### src/rtl/nrmc_pkg.sv
// Shared types, character codes and lookup functions for the RMC position parser.
`timescale 1ns / 1ps
package nrmc_pkg;

   localparam int BYTE_W = 8;
   localparam int ACC_W  = 34;
   localparam int OUT_W  = 35;
   localparam int POW_W  = 24;

   typedef logic [ACC_W-1:0]        mag_type;
   typedef logic signed [OUT_W-1:0] coord_type;
   typedef logic [BYTE_W-1:0]       char_type;

   typedef enum logic [2:0] {
      PH_INT  = 3'b001,
      PH_FRAC = 3'b010,
      PH_STOP = 3'b100
   } phase_type;

   typedef struct packed {
      mag_type   acc;
      logic [2:0] seen;
      phase_type phase;
   } num_type;

   localparam num_type NUM_CLEAR = '{acc: '0, seen: 3'd0, phase: PH_INT};

   localparam char_type CH_DOLLAR = 8'h24;
   localparam char_type CH_STAR   = 8'h2A;
   localparam char_type CH_COMMA  = 8'h2C;
   localparam char_type CH_DOT    = 8'h2E;
   localparam char_type CH_ZERO   = 8'h30;
   localparam char_type CH_NINE   = 8'h39;
   localparam char_type CH_A      = 8'h41;
   localparam char_type CH_E      = 8'h45;
   localparam char_type CH_N      = 8'h4E;

   localparam logic [2:0] SYNC_LEN = 3'd7;

   localparam logic [3:0] TOK_STATUS   = 4'd1;
   localparam logic [3:0] TOK_LAT      = 4'd2;
   localparam logic [3:0] TOK_LAT_HEMI = 4'd3;
   localparam logic [3:0] TOK_LON      = 4'd4;
   localparam logic [3:0] TOK_LON_HEMI = 4'd5;
   localparam logic [3:0] TOK_LAST     = 4'd15;

   localparam logic [1:0] LEN_MAX = 2'd3;

   // Characters of the sentence prefix "$GPRMC," by position.
   function automatic char_type sync_char(input logic [2:0] pos);
      char_type c;
      case (pos)
         3'd0: c = CH_DOLLAR;
         3'd1: c = 8'h47;
         3'd2: c = 8'h50;
         3'd3: c = 8'h52;
         3'd4: c = 8'h4D;
         3'd5: c = 8'h43;
         3'd6: c = CH_COMMA;
         default: c = 8'h00;
      endcase
      return c;
   endfunction

   function automatic logic [POW_W-1:0] pow10(input logic [2:0] n);
      logic [POW_W-1:0] p;
      case (n)
         3'd0: p = 24'd1;
         3'd1: p = 24'd10;
         3'd2: p = 24'd100;
         3'd3: p = 24'd1000;
         3'd4: p = 24'd10000;
         3'd5: p = 24'd100000;
         3'd6: p = 24'd1000000;
         3'd7: p = 24'd10000000;
         default: p = 24'd1;
      endcase
      return p;
   endfunction

endpackage

### src/rtl/nrmc_if.sv
// Valid/ready channel interfaces for received characters and position results.
`timescale 1ns / 1ps
interface nrmc_req_if;
   logic                  valid;
   logic                  ready;
   nrmc_pkg::char_type    rx_byte;

   modport source (output valid, output rx_byte, input ready);
   modport sink   (input valid, input rx_byte, output ready);
endinterface

interface nrmc_rsp_if;
   logic                  valid;
   logic                  ready;
   logic                  fix_active;
   nrmc_pkg::coord_type   latitude;
   nrmc_pkg::coord_type   longitude;

   modport source (output valid, output fix_active, output latitude, output longitude,
                   input ready);
   modport sink   (input valid, input fix_active, input latitude, input longitude,
                   output ready);
endinterface

### src/rtl/nmea_rmc_position_parser_top.sv
// Top level of the RMC sentence position parser.
`timescale 1ns / 1ps
// Takes one ASCII character per transfer on req_chan, hunts for "$GPRMC,", splits the
// body at commas (empty fields skipped) and, at each '*', sends one result on rsp_chan:
// the fix flag and the held latitude and longitude, scaled by 10^FRAC_DIGITS and negative
// unless the hemisphere is N or E. Position values update only on an active fix. A
// character is taken every cycle unless stalled; it passes an input register and then one
// combinational step into the result register. Only a result waiting on rsp_chan without
// ready stalls the input.
module nmea_rmc_position_parser_top #(
   parameter int FRAC_DIGITS = 5,
   parameter int INT_DIGITS  = 5
) (
   input logic        clock,
   input logic        reset,
   nrmc_req_if.sink   req_chan,
   nrmc_rsp_if.source rsp_chan
);
   import nrmc_pkg::*;

   // Input stage
   char_type   byte_ff, byte_in;
   logic       byte_vld_ff, byte_vld_in;
   logic       advance, proc;

   // Parser state
   logic [2:0] sync_ff, sync_in;
   logic       in_body_ff, in_body_in;
   logic [3:0] field_ff, field_in;
   logic [1:0] len_ff, len_in;
   char_type   first_ff, first_in;
   num_type    num_ff, num_in;
   logic       status_ff, status_in;
   mag_type    lat_mag_ff, lat_mag_in;
   logic       lat_north_ff, lat_north_in;
   mag_type    lon_mag_ff, lon_mag_in;
   logic       lon_east_ff, lon_east_in;
   coord_type  held_lat_ff, held_lat_in;
   coord_type  held_lon_ff, held_lon_in;

   // Result stage
   logic       rsp_vld_ff, rsp_vld_in;
   logic       rsp_fix_ff, rsp_fix_in;
   coord_type  rsp_lat_ff, rsp_lat_in;
   coord_type  rsp_lon_ff, rsp_lon_in;

   num_type    feed_nxt;
   mag_type    scaled;
   logic       tok_end, single;
   logic       fin_status, fin_north, fin_east;
   mag_type    fin_lat, fin_lon;
   logic [3:0] fin_field;
   logic       sync_hit;
   logic [2:0] sync_next;
   coord_type  new_lat, new_lon;
   logic       emit;

   nrmc_numfeed #(
      .FRAC_DIGITS(FRAC_DIGITS),
      .INT_DIGITS (INT_DIGITS)
   ) u_numfeed (
      .cur    (num_ff),
      .rx_char(byte_ff),
      .nxt    (feed_nxt)
   );

   nrmc_scale #(
      .FRAC_DIGITS(FRAC_DIGITS)
   ) u_scale (
      .acc (num_ff.acc),
      .seen(num_ff.seen),
      .mag (scaled)
   );

   assign advance        = !rsp_vld_ff || rsp_chan.ready;
   assign proc           = byte_vld_ff && advance;
   assign req_chan.ready = !byte_vld_ff || advance;

   assign byte_vld_in = (req_chan.valid && req_chan.ready) ? 1'b1 :
                        (proc ? 1'b0 : byte_vld_ff);
   assign byte_in     = (req_chan.valid && req_chan.ready) ? req_chan.rx_byte : byte_ff;

   // Values as they stand after closing the current token, if it is non-empty.
   assign tok_end = (len_ff != 2'd0);
   assign single  = (len_ff == 2'd1);

   always_comb begin
      fin_status = status_ff;
      fin_north  = lat_north_ff;
      fin_east   = lon_east_ff;
      fin_lat    = lat_mag_ff;
      fin_lon    = lon_mag_ff;
      if (tok_end) begin
         case (field_ff)
            TOK_STATUS:   fin_status = single && (first_ff == CH_A);
            TOK_LAT:      fin_lat    = scaled;
            TOK_LAT_HEMI: fin_north  = single && (first_ff == CH_N);
            TOK_LON:      fin_lon    = scaled;
            TOK_LON_HEMI: fin_east   = single && (first_ff == CH_E);
            default: begin
               fin_status = status_ff;
            end
         endcase
      end
   end

   assign fin_field = (field_ff != TOK_LAST) ? field_ff + 4'd1 : field_ff;
   assign new_lat   = fin_north ? {1'b0, fin_lat} : OUT_W'(0) - {1'b0, fin_lat};
   assign new_lon   = fin_east  ? {1'b0, fin_lon} : OUT_W'(0) - {1'b0, fin_lon};

   assign sync_hit  = (byte_ff == sync_char(sync_ff));
   assign sync_next = sync_hit ? sync_ff + 3'd1 : ((byte_ff == CH_DOLLAR) ? 3'd1 : 3'd0);

   always_comb begin
      sync_in      = sync_ff;
      in_body_in   = in_body_ff;
      field_in     = field_ff;
      len_in       = len_ff;
      first_in     = first_ff;
      num_in       = num_ff;
      status_in    = status_ff;
      lat_mag_in   = lat_mag_ff;
      lat_north_in = lat_north_ff;
      lon_mag_in   = lon_mag_ff;
      lon_east_in  = lon_east_ff;
      held_lat_in  = held_lat_ff;
      held_lon_in  = held_lon_ff;
      emit         = 1'b0;
      if (proc) begin
         if (!in_body_ff) begin
            if (sync_next == SYNC_LEN) begin
               in_body_in   = 1'b1;
               sync_in      = 3'd0;
               field_in     = 4'd0;
               len_in       = 2'd0;
               first_in     = '0;
               num_in       = NUM_CLEAR;
               status_in    = 1'b0;
               lat_mag_in   = '0;
               lat_north_in = 1'b0;
               lon_mag_in   = '0;
               lon_east_in  = 1'b0;
            end else begin
               sync_in = sync_next;
            end
         end else if ((byte_ff == CH_COMMA) || (byte_ff == CH_STAR)) begin
            if (tok_end) begin
               status_in    = fin_status;
               lat_mag_in   = fin_lat;
               lat_north_in = fin_north;
               lon_mag_in   = fin_lon;
               lon_east_in  = fin_east;
               field_in     = fin_field;
               len_in       = 2'd0;
               first_in     = '0;
               num_in       = NUM_CLEAR;
            end
            if (byte_ff == CH_STAR) begin
               emit       = 1'b1;
               in_body_in = 1'b0;
               sync_in    = 3'd0;
               if (fin_status) begin
                  held_lat_in = new_lat;
                  held_lon_in = new_lon;
               end
            end
         end else begin
            if (len_ff == 2'd0) begin
               first_in = byte_ff;
            end
            if (len_ff != LEN_MAX) begin
               len_in = len_ff + 2'd1;
            end
            num_in = feed_nxt;
         end
      end
   end

   assign rsp_vld_in = emit ? 1'b1 : (rsp_chan.ready ? 1'b0 : rsp_vld_ff);
   assign rsp_fix_in = emit ? fin_status : rsp_fix_ff;
   assign rsp_lat_in = emit ? held_lat_in : rsp_lat_ff;
   assign rsp_lon_in = emit ? held_lon_in : rsp_lon_ff;

   always_ff @(posedge clock) begin
      if (reset) begin
         byte_vld_ff  <= 1'b0;
         rsp_vld_ff   <= 1'b0;
         sync_ff      <= 3'd0;
         in_body_ff   <= 1'b0;
         field_ff     <= 4'd0;
         len_ff       <= 2'd0;
         first_ff     <= '0;
         num_ff       <= NUM_CLEAR;
         status_ff    <= 1'b0;
         lat_mag_ff   <= '0;
         lat_north_ff <= 1'b0;
         lon_mag_ff   <= '0;
         lon_east_ff  <= 1'b0;
         held_lat_ff  <= '0;
         held_lon_ff  <= '0;
      end else begin
         byte_vld_ff  <= byte_vld_in;
         rsp_vld_ff   <= rsp_vld_in;
         sync_ff      <= sync_in;
         in_body_ff   <= in_body_in;
         field_ff     <= field_in;
         len_ff       <= len_in;
         first_ff     <= first_in;
         num_ff       <= num_in;
         status_ff    <= status_in;
         lat_mag_ff   <= lat_mag_in;
         lat_north_ff <= lat_north_in;
         lon_mag_ff   <= lon_mag_in;
         lon_east_ff  <= lon_east_in;
         held_lat_ff  <= held_lat_in;
         held_lon_ff  <= held_lon_in;
      end
   end

   always_ff @(posedge clock) begin
      byte_ff    <= byte_in;
      rsp_fix_ff <= rsp_fix_in;
      rsp_lat_ff <= rsp_lat_in;
      rsp_lon_ff <= rsp_lon_in;
   end

   assign rsp_chan.valid      = rsp_vld_ff;
   assign rsp_chan.fix_active = rsp_fix_ff;
   assign rsp_chan.latitude   = rsp_lat_ff;
   assign rsp_chan.longitude  = rsp_lon_ff;

   // A terminator inside a body always produces a result in the next cycle.
   a_star_emits: assert property (@(posedge clock) disable iff (reset)
      proc && in_body_ff && (byte_ff == CH_STAR) |=> rsp_vld_ff)
      else $error("terminator did not produce a result");

   // Without an active fix the held position must not move.
   a_inactive_holds: assert property (@(posedge clock) disable iff (reset)
      proc && in_body_ff && (byte_ff == CH_STAR) && !fin_status
      |=> $stable(held_lat_ff) && $stable(held_lon_ff))
      else $error("held position changed without an active fix");

   // The prefix hunt never rests on a completed prefix.
   a_sync_range: assert property (@(posedge clock) disable iff (reset)
      !in_body_ff |-> (sync_ff != SYNC_LEN))
      else $error("prefix position out of range");

   // Fraction digit count stays within the configured precision.
   a_seen_bound: assert property (@(posedge clock) disable iff (reset)
      num_ff.seen <= 3'(FRAC_DIGITS))
      else $error("fraction digit count exceeds precision");

   // No fraction digits are counted before the decimal point.
   a_int_no_frac: assert property (@(posedge clock) disable iff (reset)
      (num_ff.phase == PH_INT) |-> (num_ff.seen == 3'd0))
      else $error("fraction digits counted in integer part");

endmodule

### src/rtl/nrmc_numfeed.sv
// Decimal number accumulation for one character of a coordinate token.
`timescale 1ns / 1ps
module nrmc_numfeed #(
   parameter int FRAC_DIGITS = 5,
   parameter int INT_DIGITS  = 5
) (
   input  nrmc_pkg::num_type  cur,
   input  nrmc_pkg::char_type rx_char,
   output nrmc_pkg::num_type  nxt
);
   import nrmc_pkg::*;

   localparam mag_type IntMax      = ACC_W'(10**INT_DIGITS - 1);
   localparam mag_type IntMaxDiv10 = ACC_W'((10**INT_DIGITS - 1) / 10);

   logic               is_digit;
   logic [3:0]         digit;
   logic [ACC_W+3:0]   times10;

   assign is_digit = (rx_char >= CH_ZERO) && (rx_char <= CH_NINE);
   assign digit    = 4'(rx_char - CH_ZERO);
   assign times10  = ({4'b0, cur.acc} << 3) + ({4'b0, cur.acc} << 1)
                     + (ACC_W+4)'(digit);

   always_comb begin
      nxt = cur;
      case (cur.phase)
         PH_INT: begin
            if (is_digit) begin
               if ((cur.acc > IntMaxDiv10) || (times10 > {4'b0, IntMax})) begin
                  nxt.acc = IntMax;
               end else begin
                  nxt.acc = times10[ACC_W-1:0];
               end
            end else if (rx_char == CH_DOT) begin
               nxt.phase = PH_FRAC;
            end else begin
               nxt.phase = PH_STOP;
            end
         end
         PH_FRAC: begin
            if (is_digit) begin
               // Digits past the fraction precision are dropped.
               if (cur.seen < 3'(FRAC_DIGITS)) begin
                  nxt.acc  = times10[ACC_W-1:0];
                  nxt.seen = cur.seen + 3'd1;
               end
            end else begin
               nxt.phase = PH_STOP;
            end
         end
         PH_STOP: begin
            nxt = cur;
         end
         default: begin
            nxt = cur;
         end
      endcase
   end

endmodule

### src/rtl/nrmc_scale.sv
// Scales an accumulated coordinate to the full fraction precision.
`timescale 1ns / 1ps
module nrmc_scale #(
   parameter int FRAC_DIGITS = 5
) (
   input  nrmc_pkg::mag_type acc,
   input  logic [2:0]        seen,
   output nrmc_pkg::mag_type mag
);
   import nrmc_pkg::*;

   logic [2:0]             missing;
   logic [ACC_W+POW_W-1:0] product;

   assign missing = 3'(FRAC_DIGITS) - seen;
   assign product = {{POW_W{1'b0}}, acc} * {{ACC_W{1'b0}}, pow10(missing)};
   assign mag     = product[ACC_W-1:0];

endmodule

### src/flat_wrapper.sv
// flat-port wrapper written by rule: the top's interface ports become plain ports
module nmea_rmc_position_parser_top_flat import nrmc_pkg::*;
#(
   parameter int FRAC_DIGITS = 5,
   parameter int INT_DIGITS  = 5
)
  (clock, reset, req_chan_valid, req_chan_rx_byte, req_chan_ready, rsp_chan_valid, rsp_chan_fix_active, rsp_chan_latitude, rsp_chan_longitude, rsp_chan_ready);
  nrmc_req_if req_chan_i ();
  nrmc_rsp_if rsp_chan_i ();
  input logic clock;
  input logic reset;
  input wire logic [$bits(req_chan_i.valid)-1:0] req_chan_valid;
  input wire logic [$bits(req_chan_i.rx_byte)-1:0] req_chan_rx_byte;
  output wire logic [$bits(req_chan_i.ready)-1:0] req_chan_ready;
  output wire logic [$bits(rsp_chan_i.valid)-1:0] rsp_chan_valid;
  output wire logic [$bits(rsp_chan_i.fix_active)-1:0] rsp_chan_fix_active;
  output wire logic [$bits(rsp_chan_i.latitude)-1:0] rsp_chan_latitude;
  output wire logic [$bits(rsp_chan_i.longitude)-1:0] rsp_chan_longitude;
  input wire logic [$bits(rsp_chan_i.ready)-1:0] rsp_chan_ready;
  assign req_chan_i.valid = req_chan_valid;
  assign req_chan_i.rx_byte = req_chan_rx_byte;
  assign req_chan_ready = req_chan_i.ready;
  assign rsp_chan_valid = rsp_chan_i.valid;
  assign rsp_chan_fix_active = rsp_chan_i.fix_active;
  assign rsp_chan_latitude = rsp_chan_i.latitude;
  assign rsp_chan_longitude = rsp_chan_i.longitude;
  assign rsp_chan_i.ready = rsp_chan_ready;
  nmea_rmc_position_parser_top #(.FRAC_DIGITS(FRAC_DIGITS), .INT_DIGITS(INT_DIGITS)) u_core (.clock(clock), .reset(reset), .req_chan(req_chan_i), .rsp_chan(rsp_chan_i));
endmodule
### config.mk
export PLATFORM = sky130hd
export DESIGN_NAME = nmea_rmc_position_parser_top_flat
export DESIGN_NICKNAME = d
export VERILOG_FILES = /design/src/rtl/nrmc_pkg.sv /design/src/rtl/nrmc_if.sv /design/src/rtl/nmea_rmc_position_parser_top.sv /design/src/rtl/nrmc_numfeed.sv /design/src/rtl/nrmc_scale.sv /design/src/flat_wrapper.sv
export SDC_FILE = /design/constraint.sdc
export NUM_CORES = 2
export LEC_CHECK = 0
export BUFFER_PORTS_ARGS = -buffer_cell sky130_fd_sc_hd__buf_2
export CORE_MARGIN = 4
export CORE_UTILIZATION = 39
export CTS_BUF_LIST = sky130_fd_sc_hd__clkbuf_4 sky130_fd_sc_hd__clkbuf_8
export DETAILED_ROUTE_END_ITERATION = 8
export PLACE_DENSITY = 0.57
export REMOVE_ABC_BUFFERS = 1
export SYNTH_ARGS = -nofsm -noshare
export SYNTH_HDL_FRONTEND = slang
export SYNTH_SLANG_ARGS = --single-unit
### constraint.sdc
create_clock -name clock -period 11.4 [get_ports clock]
set_input_delay 2.85 -clock clock [delete_from_list [all_inputs] [get_ports clock]]
set_output_delay 2.85 -clock clock [all_outputs]
set_load 0.01 [all_outputs]
==> impl_metrics.yaml <==
power_and_ir_drop:
  power.density_nw_per_um2: 63.0
  leakagePower_nw: 15.2
  peakVddDrop_mv: 0.0821
timing:
  finalMaxSlewViolations: 0
  relSlewSlack_pct: 27.2
  rsz0062_at_grt: "false"
  max_freq_mhz: 96.9
  tightest_slew_ns: 1.09
  skew_ns: 0.0575
  tns_ns: 0
  finalCritPeriodShare_pct: 90.5
  period_needed_ns: 10.32
  hold_violations: 0
  setup_viol_count_final: 0
  whs_ns: 0.484
cts:
  holdBufCountCts: 0
  cts_made_buffers: 50
  ctsResizeCount: 0
  cts.sinks: 280
  cts_max_level: 2
  clkTransAtPathRegs_ns: 0.07
  clk_latency_ns: 0.66
  cts_setup_buffers: 0
  cts_tree: "done"
  clk_path_buf_depth: 3
  clockRootBuffer: "clkbuf_8"
grt:
  grt_max_degree: 100
  grt_pass1_vias: 24800
  grt_pass1_wl_mm: 140
  grt_remaining_overflow: 0
  gr-usage-all-layers_pct: 21.0
  antenna_found_initial: 4
setup_path:
  required_ns: 11.87
  critPathKind: "flip-flop to flip-flop"
  crit_top_cell: "fa_1"
  slowest_stage: "ha_1"
  critPathLaunch: "u_core.num_ff[4]$_SDFFE_PP0P_"
  endpoint_kind: "flip-flop"
  crit_path_max_incr_delay_ns: 0.85
  startpoint_type: "flip-flop"
  crit_arrival_ns: 10.79
  rr_startpoint: "u_core.num_ff[4]$_SDFFE_PP0P_"
  cp_max_fo: 28
  critPathBufInv: 6
  cp_top_family: "adder cells"
min_path:
  min_from: "u_core.lat_mag_ff[2]$_SDFFE_PP0P_"
  hold_class: "flip-flop to flip-flop"
place:
  dp_hpwl_mm: 67.6
  io_buffers: 84
  gp_congestion: 0.892
die:
  start_util_pct: 39.3
  rows: 103
  coreArea_um2: 78900
  die_w_um: 290
  die-height_um: 290
  io_pins: 85
  die-area_um2: 84000
synth:
  seq_area_frac_synth_pct: 20.6
  syn_inst: 3497
  yosys.area.top_type_share_pct: 24.7
  synthArstFlopShare_pct: 0
  ys_types: 97
  ys_seq_elements: 280
  syn_avg_cell_area_um2: 8.86
  netlist_top_cells_count: "inv_1, fa_1, nand2_1, ha_1, nor2_1"
  yosysMostFrequentCell: "inv_1"
  ys.flop_type: "dfxtp_1"
  yosys-top-cells-area: "fa_1, dfxtp_1, ha_1, edfxtp_1, inv_1"
  synth-edff-count: 79
  syn_area_um2: 31000
  ys_warn_count: 0
  yosysTopAreaCell: "fa_1"
layout:
  area_delta_synth_final_pct: 8.23
  fillers: 8029
  drive_gt1_share_pct: 8.96
  nets: 4110
  finish.utilization_pct: 42.5
route:
  drtIter0Drc: 1575
  drc: 0
  wl_per_cell_um: 19.2
  vias: 24100
  first_pass_iters: 6
  drtAntennaViolNets: 0
  via_per_inst: 5.26
  routed_wl_mm: 88.3
flow_run:
  max_cap_viol_count: 0
outcome:
  outcome: "complete, no violations"
==> flip-flops by register name, summed over array words and instances (netlist names), 2 cells and up <==
name / cells
u_core.num_ff: 40
u_core.lat_mag_ff: 34
u_core.rsp_chan.latitude: 35
u_core.sync_ff: 3
u_core.held_lon_ff: 35
u_core.len_ff: 2
u_core.rsp_chan.longitude: 35
u_core.lon_mag_ff: 34
u_core.byte_ff: 8
u_core.field_ff: 4
u_core.held_lat_ff: 35
u_core.first_ff: 8
==> placed cells by master (no fill, tap or decap), types with 31 or more instances in the layout <==
master,n
xnor2_1,99
buf_4,59
o21ai_0,114
o21ai_1,39
and2_1,192
dfxtp_1,201
nor2b_1,103
buf_2,83
nor3_1,37
fa_1,383
clkbuf_8,53
edfxtp_1,79
nand2_1,364
nor2_1,206
xor2_1,59
inv_1,532
a21oi_1,124
a22oi_1,59
a21o_1,31
nand3_1,42
and3_1,45
ha_1,218
==> cells by family after synthesis <==
logic type               synth area share, %
AO/OA/AOI/OAI                           12.5
XOR/XNOR                                4.54
adder cells (fa/ha/maj)                 33.5
buffers and inverters                   9.04
flip-flops                              20.6
multiplexers                            1.55
AND/OR/NAND/NOR                         18.1
==> final timing paths <==
kind	to	slack, ns	cells past startpoint
max	u_core.held_lon_ff[32]$_SDFF_PP0_	1.08	29
min	u_core.lat_mag_ff[2]$_SDFFE_PP0P_	0.48	2
max reg2reg	u_core.held_lon_ff[32]$_SDFF_PP0_	1.08	29
min reg2reg	u_core.lat_mag_ff[2]$_SDFFE_PP0P_	0.48	2
==> tightest hold or removal path, stage by stage (launching register included) <==
cell	delay [ns]
dfxtp_1	0.32
a21oi_1	0.06
nor2_1	0.07
==> layout make-up <==
class	count	area [um2]	share of cell area, %
antenna	2	5.00	0.0149
clock buffer	70	857	2.56
clock inverter	23	251	0.750
inverter	533	2000	5.97
multi-input combinational	2489	21800	65.1
sequential	280	6400	19.1
tap	1050	1310	3.92
timing repair buffer	143	870	2.59
==> power breakdown <==
part	leakage, nW	internal, W	switching [W]
logic	12.4	0.00000588	0.0000174
registers	2.19	0.00102	0.00000485
clock network	0.587	0.000605	0.000458
==> stage by stage <==
step	setup WS (ns)	total power (W)	instance area (um2)	std cells
2_1_floorplan	2.21	0.00105	30200	3302
3_3_place_gp	1.39	0.00107	32400	4495
3_5_place_dp	1.19	0.00107	32400	4495
4_1_cts	1.14	0.00214	33500	4588
5_1_grt	0.384	0.00218	33500	4589
6_report	1.08	0.00211	33500	4590
==> per-layer routing <==
metal | up-vias | global-route usage [%] | wire (um)
met3 | 166 | 3.59 | 5210
met1 | 12000 | 27.7 | 38400
li1 | 11400 | - | -
met4 | 2 | 7.26 | 3200
met5 | - | 0 | 20
met2 | 653 | 34.9 | 41500
(Power assumes the default switching activity.)
